$ cat src/sv/wspc_pkg.sv
// Shared types and constants for the wheel speed PID controller.
// No dependencies; every other file in sv/ uses this package.
package wspc_pkg;

    // Field and datapath widths fixed by the fixed-point formats.
    localparam int GAIN_W   = 16;   // gains, scale and setpoint registers
    localparam int SPEED_W  = 18;   // Q10.8 speed and error
    localparam int DELTA_W  = 19;   // error difference
    localparam int INT_W    = 32;   // integral accumulator
    localparam int DUTY_W   = 7;
    localparam int ACC_W    = 50;   // product accumulator, holds the full PID sum
    localparam int CNT_W    = $clog2(GAIN_W + 1);
    localparam int CFG_IDX_W = 3;

    localparam logic [DUTY_W-1:0] DUTY_MAX = 7'd100;

    // Configuration register indexes.
    localparam logic [CFG_IDX_W-1:0] REG_SETPOINT = 3'd0;
    localparam logic [CFG_IDX_W-1:0] REG_SCALE    = 3'd1;
    localparam logic [CFG_IDX_W-1:0] REG_KP       = 3'd2;
    localparam logic [CFG_IDX_W-1:0] REG_KI       = 3'd3;
    localparam logic [CFG_IDX_W-1:0] REG_KD       = 3'd4;

    // Reset values: scale is 50 / (14 * 35) in Q0.16, gains 50, 15 and 30 in Q8.8.
    localparam logic [GAIN_W-1:0] SCALE_RST = 16'd6687;
    localparam logic [GAIN_W-1:0] KP_RST    = 16'd12800;
    localparam logic [GAIN_W-1:0] KI_RST    = 16'd3840;
    localparam logic [GAIN_W-1:0] KD_RST    = 16'd7680;

    typedef struct packed {
        logic signed [GAIN_W-1:0] setpoint;
        logic [GAIN_W-1:0]        scale;
        logic [GAIN_W-1:0]        kp;
        logic [GAIN_W-1:0]        ki;
        logic [GAIN_W-1:0]        kd;
    } t_cfg;

    // Command from the sequencer to the serial multiply-accumulate unit.
    typedef struct packed {
        logic load;     // start a new product
        logic clr_acc;  // clear the accumulator before the product is added
    } t_mac_cmd;

endpackage

$ cat src/sv/wheel_speed_pid_controller.sv
// Top level of the wheel speed PID controller: sequencer, error and integral
// update, duty clamp and output register. Uses wspc_pkg, wspc_cfg_regs, wspc_serial_mac.
//
//   Channel   Direction  Handshake            Payload
//   input     in         i_valid / o_ready    i_tick_count
//   result    out        o_valid / i_ready    o_duty_percent, o_measured_speed
//   config    in         i_cfg_we             i_cfg_idx, i_cfg_data
//
// A new request is taken only after the last result is written to the output
// register. Four 16-bit products run one multiplier bit per cycle through the
// shared serial multiply-accumulate unit, besides the speed, error and integral
// update steps, the duty clamp and the return to idle.
// Reset is synchronous and active low; it restores the register defaults and
// clears the integral and the previous error. A stalled result waits in the
// output register while the next request is taken; the sequencer holds before
// writing a new result until the old one is taken.
module wheel_speed_pid_controller #(
    parameter int TICK_WIDTH = 12
) (
    input  logic                                 i_clk,
    input  logic                                 i_rst_n,
    input  logic                                 i_valid,
    output logic                                 o_ready,
    input  logic signed [TICK_WIDTH-1:0]         i_tick_count,
    output logic                                 o_valid,
    input  logic                                 i_ready,
    output logic [wspc_pkg::DUTY_W-1:0]          o_duty_percent,
    output logic signed [wspc_pkg::SPEED_W-1:0]  o_measured_speed,
    input  logic                                 i_cfg_we,
    input  logic [wspc_pkg::CFG_IDX_W-1:0]       i_cfg_idx,
    input  logic [wspc_pkg::GAIN_W-1:0]          i_cfg_data
);

    localparam int ACC_W   = wspc_pkg::ACC_W;
    localparam int SPEED_W = wspc_pkg::SPEED_W;
    localparam int DELTA_W = wspc_pkg::DELTA_W;
    localparam int INT_W   = wspc_pkg::INT_W;
    localparam int GAIN_W  = wspc_pkg::GAIN_W;
    localparam int SHIFT_W = ACC_W - 8;

    localparam logic [3:0] S_IDLE = 4'd0;
    localparam logic [3:0] S_MSPD = 4'd1;
    localparam logic [3:0] S_SPD  = 4'd2;
    localparam logic [3:0] S_ERR  = 4'd3;
    localparam logic [3:0] S_INT  = 4'd4;
    localparam logic [3:0] S_MKP  = 4'd5;
    localparam logic [3:0] S_MKI  = 4'd6;
    localparam logic [3:0] S_MKD  = 4'd7;
    localparam logic [3:0] S_FIN  = 4'd8;

    wspc_pkg::t_cfg     w_cfg;
    wspc_pkg::t_mac_cmd w_mac_cmd;
    logic [ACC_W-1:0]   w_mcand;
    logic [GAIN_W-1:0]  w_mplier;
    logic [ACC_W-1:0]   w_acc;
    logic               w_mac_busy;

    logic [3:0]                 r_state, n_state;
    logic signed [SPEED_W-1:0]  r_speed;
    logic signed [SPEED_W-1:0]  r_err;
    logic signed [SPEED_W-1:0]  r_last_err;
    logic signed [DELTA_W-1:0]  r_delta;
    logic signed [INT_W-1:0]    r_integral;
    logic                       r_out_valid;
    logic [wspc_pkg::DUTY_W-1:0] r_duty;
    logic signed [SPEED_W-1:0]  r_out_speed;

    logic [SHIFT_W-1:0]         w_shift;
    logic signed [SPEED_W-1:0]  w_speed_sat;
    logic signed [SPEED_W:0]    w_err_full;
    logic signed [SPEED_W-1:0]  w_err_sat;
    logic signed [INT_W:0]      w_int_full;
    logic signed [INT_W-1:0]    w_int_sat;
    logic signed [DELTA_W-1:0]  w_delta;
    logic [wspc_pkg::DUTY_W-1:0] w_duty;
    logic                       w_out_free;

    wspc_cfg_regs u_cfg (
        .i_clk      (i_clk),
        .i_rst_n    (i_rst_n),
        .i_cfg_we   (i_cfg_we),
        .i_cfg_idx  (i_cfg_idx),
        .i_cfg_data (i_cfg_data),
        .o_cfg      (w_cfg)
    );

    wspc_serial_mac u_mac (
        .i_clk    (i_clk),
        .i_rst_n  (i_rst_n),
        .i_cmd    (w_mac_cmd),
        .i_mcand  (w_mcand),
        .i_mplier (w_mplier),
        .o_acc    (w_acc),
        .o_busy   (w_mac_busy)
    );

    // Speed is the product floored by 256, saturated to 18 bits.
    assign w_shift = w_acc[ACC_W-1:8];
    always_comb begin
        if (&w_shift[SHIFT_W-1:SPEED_W-1] || ~|w_shift[SHIFT_W-1:SPEED_W-1]) begin
            w_speed_sat = w_shift[SPEED_W-1:0];
        end else begin
            w_speed_sat = {w_shift[SHIFT_W-1], {(SPEED_W-1){~w_shift[SHIFT_W-1]}}};
        end
    end

    assign w_err_full = {{(SPEED_W+1-GAIN_W){w_cfg.setpoint[GAIN_W-1]}}, w_cfg.setpoint}
                      - {r_speed[SPEED_W-1], r_speed};
    always_comb begin
        if (w_err_full[SPEED_W] == w_err_full[SPEED_W-1]) begin
            w_err_sat = w_err_full[SPEED_W-1:0];
        end else begin
            w_err_sat = {w_err_full[SPEED_W], {(SPEED_W-1){~w_err_full[SPEED_W]}}};
        end
    end

    assign w_int_full = {r_integral[INT_W-1], r_integral}
                      + {{(INT_W+1-SPEED_W){r_err[SPEED_W-1]}}, r_err};
    always_comb begin
        if (w_int_full[INT_W] == w_int_full[INT_W-1]) begin
            w_int_sat = w_int_full[INT_W-1:0];
        end else begin
            w_int_sat = {w_int_full[INT_W], {(INT_W-1){~w_int_full[INT_W]}}};
        end
    end

    assign w_delta = {r_err[SPEED_W-1], r_err} - {r_last_err[SPEED_W-1], r_last_err};

    // Truncation toward zero only matters for negative sums, which give zero duty.
    always_comb begin
        if (w_acc[ACC_W-1]) begin
            w_duty = '0;
        end else if (w_acc[ACC_W-2:16] > (ACC_W-17)'(wspc_pkg::DUTY_MAX)) begin
            w_duty = wspc_pkg::DUTY_MAX;
        end else begin
            w_duty = w_acc[16 +: wspc_pkg::DUTY_W];
        end
    end

    assign w_out_free = !r_out_valid || i_ready;

    // Operand selection and sequencing.
    always_comb begin
        n_state           = r_state;
        w_mac_cmd.load    = 1'b0;
        w_mac_cmd.clr_acc = 1'b0;
        w_mcand           = '0;
        w_mplier          = '0;
        case (r_state)
            S_IDLE: begin
                w_mcand  = {{(ACC_W-TICK_WIDTH){i_tick_count[TICK_WIDTH-1]}}, i_tick_count};
                w_mplier = w_cfg.scale;
                if (i_valid) begin
                    w_mac_cmd.load    = 1'b1;
                    w_mac_cmd.clr_acc = 1'b1;
                    n_state           = S_MSPD;
                end
            end
            S_MSPD: begin
                if (!w_mac_busy) begin
                    n_state = S_SPD;
                end
            end
            S_SPD: n_state = S_ERR;
            S_ERR: n_state = S_INT;
            S_INT: begin
                w_mcand           = {{(ACC_W-SPEED_W){r_err[SPEED_W-1]}}, r_err};
                w_mplier          = w_cfg.kp;
                w_mac_cmd.load    = 1'b1;
                w_mac_cmd.clr_acc = 1'b1;
                n_state           = S_MKP;
            end
            S_MKP: begin
                w_mcand  = {{(ACC_W-INT_W){r_integral[INT_W-1]}}, r_integral};
                w_mplier = w_cfg.ki;
                if (!w_mac_busy) begin
                    w_mac_cmd.load = 1'b1;
                    n_state        = S_MKI;
                end
            end
            S_MKI: begin
                w_mcand  = {{(ACC_W-DELTA_W){r_delta[DELTA_W-1]}}, r_delta};
                w_mplier = w_cfg.kd;
                if (!w_mac_busy) begin
                    w_mac_cmd.load = 1'b1;
                    n_state        = S_MKD;
                end
            end
            S_MKD: begin
                if (!w_mac_busy) begin
                    n_state = S_FIN;
                end
            end
            S_FIN: begin
                if (w_out_free) begin
                    n_state = S_IDLE;
                end
            end
            default: n_state = S_IDLE;
        endcase
    end

    always_ff @(posedge i_clk) begin
        if (!i_rst_n) begin
            r_state     <= S_IDLE;
            r_integral  <= '0;
            r_last_err  <= '0;
            r_out_valid <= 1'b0;
        end else begin
            r_state <= n_state;
            if (r_state == S_INT) begin
                r_integral <= w_int_sat;
                r_last_err <= r_err;
            end
            if (r_state == S_FIN && w_out_free) begin
                r_out_valid <= 1'b1;
            end else if (i_ready) begin
                r_out_valid <= 1'b0;
            end
        end
    end

    always_ff @(posedge i_clk) begin
        if (r_state == S_SPD) begin
            r_speed <= w_speed_sat;
        end
        if (r_state == S_ERR) begin
            r_err <= w_err_sat;
        end
        if (r_state == S_INT) begin
            r_delta <= w_delta;
        end
        if (r_state == S_FIN && w_out_free) begin
            r_duty      <= w_duty;
            r_out_speed <= r_speed;
        end
    end

    assign o_ready          = (r_state == S_IDLE);
    assign o_valid          = r_out_valid;
    assign o_duty_percent   = r_duty;
    assign o_measured_speed = r_out_speed;

    a_duty_range: assert property (@(posedge i_clk) disable iff (!i_rst_n)
        r_out_valid |-> (r_duty <= wspc_pkg::DUTY_MAX))
        else $error("duty above the clamp limit");

    a_fin_sets_valid: assert property (@(posedge i_clk) disable iff (!i_rst_n)
        (r_state == S_FIN && w_out_free) |=> r_out_valid)
        else $error("finished request did not reach the output register");

    a_mac_done_before_speed: assert property (@(posedge i_clk) disable iff (!i_rst_n)
        (r_state == S_SPD || r_state == S_FIN) |-> !w_mac_busy)
        else $error("product used before the multiply finished");

endmodule

$ cat src/sv/wspc_cfg_regs.sv
// Configuration register file of the wheel speed PID controller.
// Depends on wspc_pkg for the register indexes, reset values and t_cfg.
module wspc_cfg_regs (
    input  logic                             i_clk,
    input  logic                             i_rst_n,
    input  logic                             i_cfg_we,
    input  logic [wspc_pkg::CFG_IDX_W-1:0]   i_cfg_idx,
    input  logic [wspc_pkg::GAIN_W-1:0]      i_cfg_data,
    output wspc_pkg::t_cfg                   o_cfg
);

    wspc_pkg::t_cfg r_cfg;

    always_ff @(posedge i_clk) begin
        if (!i_rst_n) begin
            r_cfg.setpoint <= '0;
            r_cfg.scale    <= wspc_pkg::SCALE_RST;
            r_cfg.kp       <= wspc_pkg::KP_RST;
            r_cfg.ki       <= wspc_pkg::KI_RST;
            r_cfg.kd       <= wspc_pkg::KD_RST;
        end else if (i_cfg_we) begin
            case (i_cfg_idx)
                wspc_pkg::REG_SETPOINT: r_cfg.setpoint <= i_cfg_data;
                wspc_pkg::REG_SCALE:    r_cfg.scale    <= i_cfg_data;
                wspc_pkg::REG_KP:       r_cfg.kp       <= i_cfg_data;
                wspc_pkg::REG_KI:       r_cfg.ki       <= i_cfg_data;
                wspc_pkg::REG_KD:       r_cfg.kd       <= i_cfg_data;
                default: ;
            endcase
        end
    end

    assign o_cfg = r_cfg;

endmodule

$ cat src/sv/wspc_serial_mac.sv
// Bit-serial multiply-accumulate unit: one multiplier bit per cycle.
// Depends on wspc_pkg for widths and the t_mac_cmd command struct.
module wspc_serial_mac (
    input  logic                              i_clk,
    input  logic                              i_rst_n,
    input  wspc_pkg::t_mac_cmd                i_cmd,
    input  logic [wspc_pkg::ACC_W-1:0]        i_mcand,
    input  logic [wspc_pkg::GAIN_W-1:0]       i_mplier,
    output logic [wspc_pkg::ACC_W-1:0]        o_acc,
    output logic                              o_busy
);

    logic [wspc_pkg::CNT_W-1:0]  r_cnt;
    logic [wspc_pkg::ACC_W-1:0]  r_mcand;
    logic [wspc_pkg::GAIN_W-1:0] r_mplier;
    logic [wspc_pkg::ACC_W-1:0]  r_acc;
    logic                        w_busy;

    assign w_busy = (r_cnt != '0);

    always_ff @(posedge i_clk) begin
        if (!i_rst_n) begin
            r_cnt <= '0;
        end else if (i_cmd.load) begin
            r_cnt <= wspc_pkg::CNT_W'(wspc_pkg::GAIN_W);
        end else if (w_busy) begin
            r_cnt <= r_cnt - 1'b1;
        end
    end

    // The multiplicand shifts left while the multiplier shifts right, so the
    // low multiplier bit always selects whether the shifted multiplicand is added.
    // Two's complement wraps correctly because the full sum fits the accumulator.
    always_ff @(posedge i_clk) begin
        if (i_cmd.load) begin
            r_mcand  <= i_mcand;
            r_mplier <= i_mplier;
            if (i_cmd.clr_acc) begin
                r_acc <= '0;
            end
        end else if (w_busy) begin
            if (r_mplier[0]) begin
                r_acc <= r_acc + r_mcand;
            end
            r_mcand  <= {r_mcand[wspc_pkg::ACC_W-2:0], 1'b0};
            r_mplier <= {1'b0, r_mplier[wspc_pkg::GAIN_W-1:1]};
        end
    end

    assign o_acc  = r_acc;
    assign o_busy = w_busy;

    a_no_load_busy: assert property (@(posedge i_clk) disable iff (!i_rst_n)
        i_cmd.load |-> !w_busy)
        else $error("multiply started while a product is in progress");

    a_cnt_range: assert property (@(posedge i_clk) disable iff (!i_rst_n)
        r_cnt <= wspc_pkg::CNT_W'(wspc_pkg::GAIN_W))
        else $error("bit counter out of range");

    a_acc_idle: assert property (@(posedge i_clk) disable iff (!i_rst_n)
        (!w_busy && !i_cmd.load) |=> $stable(r_acc))
        else $error("accumulator changed while the unit is idle");

endmodule

$ cat config.mk
export PLATFORM = sky130hd
export DESIGN_NAME = wheel_speed_pid_controller
export DESIGN_NICKNAME = d
export VERILOG_FILES = /design/src/sv/wspc_pkg.sv /design/src/sv/wheel_speed_pid_controller.sv /design/src/sv/wspc_cfg_regs.sv /design/src/sv/wspc_serial_mac.sv
export SDC_FILE = /design/constraint.sdc
export NUM_CORES = 1
export LEC_CHECK = 0
export ABC_AREA = 1
export BUFFER_PORTS_ARGS = -buffer_cell sky130_fd_sc_hd__buf_2
export CORE_ASPECT_RATIO = 0.75
export CORE_MARGIN = 2
export CORE_UTILIZATION = 35
export CTS_CLUSTER_SIZE = 24
export DETAILED_ROUTE_END_ITERATION = 10
export GPL_ROUTABILITY_DRIVEN = 1
export PLACE_DENSITY = 0.5
export REMOVE_ABC_BUFFERS = 1
export SLEW_MARGIN = 15
export SYNTH_ARGS = -nofsm -noshare
export SYNTH_HDL_FRONTEND = slang
export SYNTH_SLANG_ARGS = --single-unit
$ cat constraint.sdc
create_clock -name i_clk -period 3.9 [get_ports i_clk]
set_input_delay 0.585 -clock i_clk [delete_from_list [all_inputs] [get_ports i_clk]]
set_output_delay 0.585 -clock i_clk [all_outputs]
set_load 0.02 [all_outputs]
==> flow_metrics.py, run 1 <==
metrics = {
    "outcome": {
        "status": "finished, final reports clean",
    },
    "placement": {
        "dpl.cell_count": 3483,
        "place.port_buffers": 62,
        "gp_congestion": 0.950,
        "place_ws_ns": 0.817,
        "hpwl_um": 52800,
    },
    "setup_path": {
        "worst-setup-path-type": "reg2reg",
        "start_kind": "flip-flop",
        "regToRegSetupSlack_ns": 0.79,
        "cp.arrival_ns": 3.56,
        "worstPathCellList": "ha_1, nand2_1, inv_1, nand2_1, nand2_1, nand2_1, nand2_1, a21oi_1, nand2_1, nand2_1, nand2_2, a21oi_4, buf_12, a21oi_1",
        "crit_top_cell": "nand2_1",
        "cp_max_fo": 22,
        "critPathRequiredTime_ns": 4.35,
        "cp-end-kind": "flip-flop",
        "timing.rr.start": "r_err[17]",
        "max_stage_delay_ns": 0.84,
        "ff2ff_path_depth": 14,
        "crit_slowest_cell": "edfxtp_1",
        "worstReg2RegEnd": "r_integral[11]",
    },
    "yosys": {
        "synth_area_per_cell_um2": 7.65,
        "synth_area_um2": 20600,
        "async_flop_share_pct": 0,
        "syn_inst": 2687,
        "seq_area_frac_synth_pct": 42.3,
        "ys.flop_type": "edfxtp_1",
        "synth_cell_types": 56,
        "synth_edf_count": 196,
        "synth-xor-area-share_pct": 2.30,
        "synth_compound_area_share_pct": 16.0,
        "synth.area.mux_share_pct": 0,
        "synth-seq-cells": 336,
        "ys_warn_count": 0,
        "synth_top_family_by_area": "simple AND/OR/NAND/NOR gates",
        "synthSimpleGateAreaFrac_pct": 24.8,
        "synthAdderAreaFrac_pct": 7.63,
    },
    "routing": {
        "routed_wirelength_um": 69600,
        "drt_iter0_drc": 1923,
        "dr.pass1.iters": 5,
        "drc": 0,
        "detail_route.wl_per_cell_um": 19.6,
        "ant_nets": 0,
        "vias": 18700,
        "avgViaCountPerCell": 5.27,
    },
    "clock_network": {
        "cts_tree": "built",
        "cts-resized-gates": 0,
        "cts_buffer_depth": 3,
        "htree_levels": 2,
        "ctsHoldBuffers": 0,
        "cts_buffers": 39,
        "path_clk_slew_ns": 0.06,
        "cts-root-buf": "clkbuf_16",
        "post_cts_buffers": 0,
        "clock-sinks": 336,
        "clk_latency_ns": 0.57,
    },
    "layout": {
        "most-common-layout-cells": "nand2_1 (665), nor2_1 (366), inv_1 (270)",
        "final_layout_size_suffix_gt1_share_pct": 7.89,
        "area_delta_synth_final_pct": 11.7,
        "final_util_pct": 39.8,
        "nNetsFinal": 2903,
        "layout.cells.non_filler": 3555,
        "layout_commonest_cell": "nand2_1",
        "diodes": 0,
    },
    "worst_hold_path": {
        "hold_end": "u_cfg.o_cfg[44]",
        "min_path_cells": 3,
        "hp-start": "i_cfg_data[12]",
        "hold_class": "in2reg",
    },
    "global_routing": {
        "antenna_found_initial": 3,
        "grt_util_all_layers_pct": 22.7,
        "grt_pass1_vias": 17500,
        "grt_max_degree": 115,
        "grt-ovfl-total": 0,
        "grt_pass1_wl_um": 106000,
    },
    "timing": {
        "post-route-period-util_pct": 79.8,
        "drv_slew": 0,
        "finalClockSkew_ns": 0.0199,
        "max_slew_margin_pct": 26.7,
        "hold_viol_final": 0,
        "worstMarginPinSlew_ns": 1.10,
        "max_clock_freq_ghz": 0.321,
        "fin_ws_ns": 0.787,
        "rsz0062_at_grt": "false",
        "post-route-min-period_ns": 3.11,
        "setup_viol": 0,
    },
    "pwr": {
        "ir_drop_mv": 0.411,
        "p_total_uw": 20900,
        "cellPowerDensity_nw_per_um2": 910,
        "leakagePower_uw": 0.00988,
    },
    "die": {
        "die_h_um": 214,
        "num_io_pins": 63,
        "dieArea_um2": 60700,
        "coreArea_um2": 57700,
        "start_util_pct": 35.6,
        "fp.dieW_um": 284,
        "row_count": 76,
    },
    "flow_run": {
        "maxCapViolCount": 0,
    },
}
registers in the layout (all words and copies together), names as in the netlist, 19 cells and up:
signal	flops
r_delta	19
u_mac.r_mcand	50
u_mac.o_acc	50
r_integral	32
u_cfg.o_cfg	80
routing by layer:
layer	vias to the layer above	global-route usage, %	part of all wire (%)
met5	-	0	0.040
met4	6	5.24	1.8
met3	73	5.24	8.3
met2	621	30.9	38
met1	8899	35.6	52
li1	9128	-	-
stage by stage:
step	cell area, um2	hold slack [ns]	TNS [ns]
floorplan	20200	0.426	-95.85
global placement	21700	0.438	0
detailed placement	21700	0.445	0
CTS	23000	0.279	0
global route	23000	0.312	0
finish	23000	0.310	0
critical path, delay by kind of cell, from the launching register on:
family                   cells  cell delay, ns
flip-flops                   1            0.84
AO/OA/AOI/OAI                3            0.73
AND/OR/NAND/NOR              8            0.70
adder cells (fa/ha/maj)      1            0.42
buffers and inverters        2            0.29
cells in the mapped netlist, types with 27 or more instances:
library cell	count	area, um2
nand4_1	27	169
nand2_1	666	2500
nand3_1	95	475
a21oi_1	227	1140
edfxtp_1	196	5890
a31oi_1	28	175
dfxtp_1	140	2800
nor2_1	368	1380
inv_1	271	1020
xor2_1	36	315
o21ai_0	216	1080
clkbuf_1	33	124
nor3_1	28	140
ha_1	119	1490
cell type report:
class / count / area (um2)
sequential: 336 / 8690
tap: 780 / 976
fill: 5986 / 34800
inverter: 279 / 1050
multi-input combinational: 2000 / 10400
timing repair buffer: 88 / 556
clock buffer: 54 / 1110
clock inverter: 18 / 130
worst max-delay path by stage:
stage	slack, ns	endpoint	cells past startpoint	startpoint
2_1_floorplan	-1.41	u_mac.r_mcand[0]	10	r_state[2]
3_3_place_gp	0.84	r_integral[7]	14	r_err[17]
3_5_place_dp	0.82	r_integral[10]	14	r_err[17]
4_1_cts	0.79	r_integral[21]	14	r_err[17]
5_1_grt	0.48	r_integral[2]	12	r_err[17]
6_report	0.79	r_integral[11]	14	r_err[17]
where the power goes:
part | internal (uW) | total, uW | switching (uW)
registers | 5570 | 6440 | 864
logic | 3240 | 10800 | 7550
clock network | 2080 | 3660 | 1580
cells by family after synthesis:
kind of cell,Yosys count
compound gates,583
xor+xnor,54
flops,336
simple gates,1240
buf+inv,351
fa+ha+maj,123
Power figures use the tool's default switching activity.
==> inputs of run 2 (changes only) <==
- PLACE_DENSITY: 0.5 -> 0.52
- clock period: 3.9 -> 2.73 ns (I/O delays scaled with it)
==> flow_metrics.py, run 2 (same netlist as run 1, synthesis figures left out) <==
metrics = {
    "routing": {
        "avgViaCountPerCell": 5.23,
        "dr.pass1.iters": 6,
        "vias": 18900,
        "routed_wirelength_um": 69700,
        "ant_nets": 0,
        "detail_route.wl_per_cell_um": 19.3,
        "drt_iter0_drc": 1880,
        "drc": 0,
    },
    "pwr": {
        "p_switching_uw": 14500,
        "pwr-share-comb_pct": 52.3,
        "switching_share_pct": 46.3,
        "leakagePower_uw": 0.0103,
        "cellPowerDensity_nw_per_um2": 1320,
        "pwr-share-seq_pct": 28.9,
        "ir_drop_mv": 0.511,
        "pwr-share-clk_pct": 18.8,
        "p_total_uw": 31400,
        "intPower_uw": 16900,
    },
    "global_routing": {
        "grt_max_degree": 61,
        "grt-ovfl-total": 0,
        "grt_pass1_vias": 17400,
        "antenna_found_initial": 0,
        "grt_util_all_layers_pct": 22.6,
        "grt_pass1_wl_um": 105000,
    },
    "placement": {
        "place_area_um2": 22200,
        "place.port_buffers": 62,
        "gp_congestion": 0.936,
        "hpwl_um": 52100,
        "dpl.cell_count": 3530,
    },
    "setup_path": {
        "timing.rr.start": "r_speed[0]",
        "crit_slowest_cell": "edfxtp_1",
        "worstPathCellList": "ha_2, fa_1, inv_1, nand3_1, nand2_1, nand2_1, nand2_1, nand2_1, nand2_1, nand2_2, buf_4, nand2_1, nand2_1",
        "cp.arrival_ns": 2.91,
        "max_stage_delay_ns": 0.52,
        "ff2ff_path_depth": 13,
        "critical_path.startpoint": "r_speed[0]",
        "start_kind": "flip-flop",
        "critPathRequiredTime_ns": 3.04,
        "regToRegSetupSlack_ns": 0.13,
        "crit_top_cell": "nand2_1",
        "cp_max_fo": 9,
        "worst-setup-path-type": "reg2reg",
        "cp-end-kind": "flip-flop",
        "worstReg2RegEnd": "r_err[12]",
    },
    "worst_hold_path": {
        "hold_end": "u_cfg.o_cfg[48]",
        "hp-start": "i_cfg_data[0]",
        "min_path_cells": 3,
        "hold_class": "in2reg",
    },
    "clock_network": {
        "cts-root-buf": "clkbuf_16",
        "path_clk_slew_ns": 0.06,
        "cts_buffers": 39,
        "htree_levels": 2,
        "cts_buffer_depth": 3,
        "clk_latency_ns": 0.58,
        "ctsHoldBuffers": 0,
        "cts_tree": "built",
        "clock-sinks": 336,
    },
    "die": {
        "coreArea_um2": 57700,
        "row_count": 76,
        "num_io_pins": 63,
        "start_util_pct": 35.6,
        "dieArea_um2": 60700,
        "fp.dieW_um": 284,
        "die_h_um": 214,
    },
    "timing": {
        "post-route-min-period_ns": 2.60,
        "max_clock_freq_ghz": 0.385,
        "finalClockSkew_ns": 0.0189,
        "fin_hold_ws_ns": 0.121,
        "post-route-period-util_pct": 95.2,
        "max_slew_margin_pct": 12.9,
        "rsz0062_at_grt": "true",
        "drv_slew": 0,
        "setup_viol": 0,
        "hold_viol_final": 0,
        "worstMarginPinSlew_ns": 1.31,
    },
    "layout": {
        "design_area_um2": 23700,
        "nNetsFinal": 2961,
        "final_util_pct": 41.1,
        "diodes": 0,
        "area_delta_synth_final_pct": 15.5,
        "layout.cells.non_filler": 3613,
        "most-common-layout-cells": "nand2_1 (661), nor2_1 (366), inv_1 (269)",
        "final_layout_size_suffix_gt1_share_pct": 10.7,
        "fill_cells": 5907,
        "layout_commonest_cell": "nand2_1",
        "largest_reg_flops": 80,
    },
    "outcome": {
        "status": "finished, final reports clean",
    },
    "flow_run": {
        "maxCapViolCount": 0,
    },
}
run 2: cell types whose count changed in the layout (fill, tap and decap cells not counted), sizes merged:
cell / previous run / this run
clkbuf: 54 / 49
clkinv: 14 / 10
buf: 88 / 144
inv: 282 / 283
clkinvlp: 0 / 3
bufinv: 1 / 8
run 2: timing repair:
item,CTS,global route
resized for setup,0,28
buffers inserted,0,9
endpoints found under the setup margin,0,64
hold endpoints to repair,0,0
run 2: area by class of cell:
class	count	area, um2	area share, %
clock buffers	47	1050	4.41
clock inverters	25	349	1.47
inverters	279	1050	4.41
multi-input cells	2000	10500	44.3
flip-flops and latches	336	8690	36.6
well taps	780	976	4.11
repair buffers	146	1110	4.69
run 2: worst max-delay path, delay by kind of cell (launching register included):
| kind | cells | cell delay (ns) |
|---|---|---|
| simple gates | 9 | 0.83 |
| fa+ha+maj | 2 | 0.69 |
| flops | 1 | 0.52 |
| buf+inv | 2 | 0.29 |
run 2: power groups by stage:
stage	combinational, uW	clock (uW)	sequential [uW]
final	16400	5890	9080
after global routing	18300	6170	9220
after CTS	15900	6000	9080
after detailed placement	15800	0	9150
after global placement	15700	0	9150
after floorplan	10300	0	8660
run 2: metal layers:
metal / share of wire [%] / global-route usage, % / up-vias
met5: 0 / 0 / -
met4: 1.3 / 4.12 / 0
met3: 8.1 / 4.38 / 66
met2: 39 / 31.4 / 603
met1: 52 / 35.6 / 8992
li1: - / - / 9246
run 2: worst max path at each step:
stage | to | slack, ns | cells after the start
floorplan | u_mac.r_mcand[0] | -2.58 | 10
global placement | u_mac.o_acc[42] | 0.09 | 11
detailed placement | u_mac.o_acc[42] | 0.09 | 11
CTS | u_mac.o_acc[47] | 0.07 | 12
global route | r_integral[5] | -0.004 | 15
finish | r_err[12] | 0.13 | 13
run 2: metrics by stage:
step	TNS (ns)	setup slack, ns
6_report	0	0.131
4_1_cts	0	0.0656
5_1_grt	-0.0106	-0.00363
3_3_place_gp	0	0.0921
2_1_floorplan	-331.73	-2.58
3_5_place_dp	0	0.0923
==> inputs of run 3 (changes only) <==
- CORE_ASPECT_RATIO: 0.75 -> 0.5
- SKIP_CTS_REPAIR_TIMING: default -> 1
==> flow_metrics.py, run 3 (same netlist as run 1, synthesis figures left out) <==
metrics = {
    "timing": {
        "post-route-period-util_pct": 97.8,
        "max_slew_margin_pct": 51.5,
        "finalClockSkew_ns": 0.0213,
        "rsz0062_at_grt": "true",
        "post-route-min-period_ns": 2.67,
        "setup_viol": 0,
        "max_clock_freq_ghz": 0.375,
        "drv_slew": 0,
        "hold_viol_final": 0,
        "worstMarginPinSlew_ns": 0.727,
    },
    "setup_path": {
        "cp-end-kind": "flip-flop",
        "start_kind": "flip-flop",
        "worstPathCellList": "buf_6, ha_4, inv_2, fa_2, inv_2, nand3_1, nand2_2, nand2_1, nand2_2, nand2_2, nand2_4, nand2_2, nand3_1, nand2_2, a21oi_4, buf_12, clkbuf_16, a21oi_2",
        "worst-setup-path-type": "reg2reg",
        "cp_max_fo": 10,
        "crit_top_cell": "nand2_2",
        "max_stage_delay_ns": 0.48,
        "crit_slowest_cell": "edfxtp_1",
        "critical-path-top-delay-family": "simple AND/OR/NAND/NOR gates",
        "cp_num_buf_inv": 5,
        "cp.arrival_ns": 3.11,
        "critPathRequiredTime_ns": 3.17,
    },
    "pwr": {
        "switching_share_pct": 46.2,
        "pwr-share-seq_pct": 30.2,
        "p_switching_uw": 13800,
        "cellPowerDensity_nw_per_um2": 1270,
        "intPower_uw": 16000,
        "p_total_uw": 29800,
        "leakagePower_uw": 0.0101,
        "ir_drop_mv": 0.646,
        "pwr-share-clk_pct": 17.3,
        "pwr-share-comb_pct": 52.5,
    },
    "global_routing": {
        "grt-ovfl-total": 0,
        "antenna_found_initial": 1,
        "grt_util_all_layers_pct": 20.8,
        "grt_max_degree": 115,
        "grt_pass1_wl_um": 99200,
        "grt_pass1_vias": 17100,
    },
    "die": {
        "start_util_pct": 35.6,
        "die_h_um": 175,
        "num_io_pins": 63,
        "row_count": 62,
        "coreArea_um2": 57700,
        "fp.dieW_um": 347,
        "dieArea_um2": 60800,
    },
    "layout": {
        "nNetsFinal": 2938,
        "layout.cells.non_filler": 3574,
        "diodes": 0,
        "seq_area_um2": 8690,
        "final_layout_size_suffix_gt1_share_pct": 9.69,
        "most-common-layout-cells": "nand2_1 (661), nor2_1 (366), inv_1 (268)",
        "area_delta_synth_final_pct": 13.9,
        "fill_cells": 5968,
        "layout_commonest_cell": "nand2_1",
        "final_util_pct": 40.6,
        "largest_reg_flops": 80,
        "multi_input_area_um2": 10500,
    },
    "flow_run": {
        "maxCapViolCount": 0,
    },
    "routing": {
        "ant_nets": 0,
        "routed_wirelength_um": 64900,
        "avgViaCountPerCell": 5.07,
        "detail_route.wl_per_cell_um": 18.1,
        "vias": 18100,
        "drt_iter0_drc": 1180,
        "drc": 0,
        "dr.pass1.iters": 5,
    },
    "clock_network": {
        "cts_buffer_depth": 3,
        "clk_latency_ns": 0.56,
        "cts_tree": "built",
        "clock-sinks": 336,
        "path_clk_slew_ns": 0.06,
        "htree_levels": 2,
        "cts-root-buf": "clkbuf_16",
        "cts_buffers": 35,
    },
    "placement": {
        "gp_congestion": 0.927,
        "place.port_buffers": 62,
        "dpl.cell_count": 3501,
        "hpwl_um": 48100,
    },
    "outcome": {
        "status": "finished, final reports clean",
    },
    "worst_hold_path": {
        "hold_class": "in2reg",
    },
}
-- run 3: area by class of cell --
class	count	area share, %
multi-input combinational	2000	44.9
sequential	336	37.1
inverter	279	4.48
timing repair buffer	127	4.31
tap	768	4.10
clock buffer	45	4.03
clock inverter	19	1.05
-- run 3: metal layers --
metal  GRT usage (%)  wire (um)  vias to the layer above
met5               0          0                        -
met4            4.58       1250                        0
met3            3.26       3140                       76
met2            31.7      27600                      353
met1            31.0      32900                     8484
li1                -          -                     9223
-- run 3: final timing paths --
path	slack, ns	to	cells past startpoint	start
max reg2reg	0.06	r_integral[3]	18	r_err[0]
min	0.16	u_cfg.o_cfg[9]	3	i_cfg_data[9]
min reg2reg	0.45	u_cfg.o_cfg[30]	2	u_cfg.o_cfg[30]
max	0.06	r_integral[3]	18	r_err[0]
-- run 3: worst reg2reg max path, cell delays in order, from the launching register on --
cell and delay, ns:
edfxtp_1 0.48, buf_6 0.14, ha_4 0.15, inv_2 0.06, fa_2 0.37, inv_2 0.08
nand3_1 0.09, nand2_2 0.10, nand2_1 0.07, nand2_2 0.09, nand2_2 0.07, nand2_4 0.08
nand2_2 0.07, nand3_1 0.10, nand2_2 0.07, a21oi_4 0.16, buf_12 0.14, clkbuf_16 0.17
a21oi_2 0.06
-- run 3: through the flow --
| step | worst slack (ns) | cell area, um2 | TNS [ns] | hold slack [ns] |
|---|---|---|---|---|
| global route | -0.00985 | 23400 | -0.0252 | 0.175 |
| global placement | -0.0171 | 22000 | -0.178 | 0.441 |
| floorplan | -2.58 | 20200 | -331.73 | 0.426 |
| detailed placement | -0.0477 | 22000 | -1.12 | 0.441 |
| finish | 0.0600 | 23400 | 0 | 0.162 |
| CTS | -0.0768 | 23200 | -1.47 | 0.139 |
-- run 3: power groups by stage --
stage	clock, uW	combinational, uW	sequential (uW)
floorplan	0	10300	8660
finish	5170	15600	9010
global placement	0	15300	9060
detailed placement	0	15300	9080
CTS	5280	15400	9000
global route	5490	17600	9160
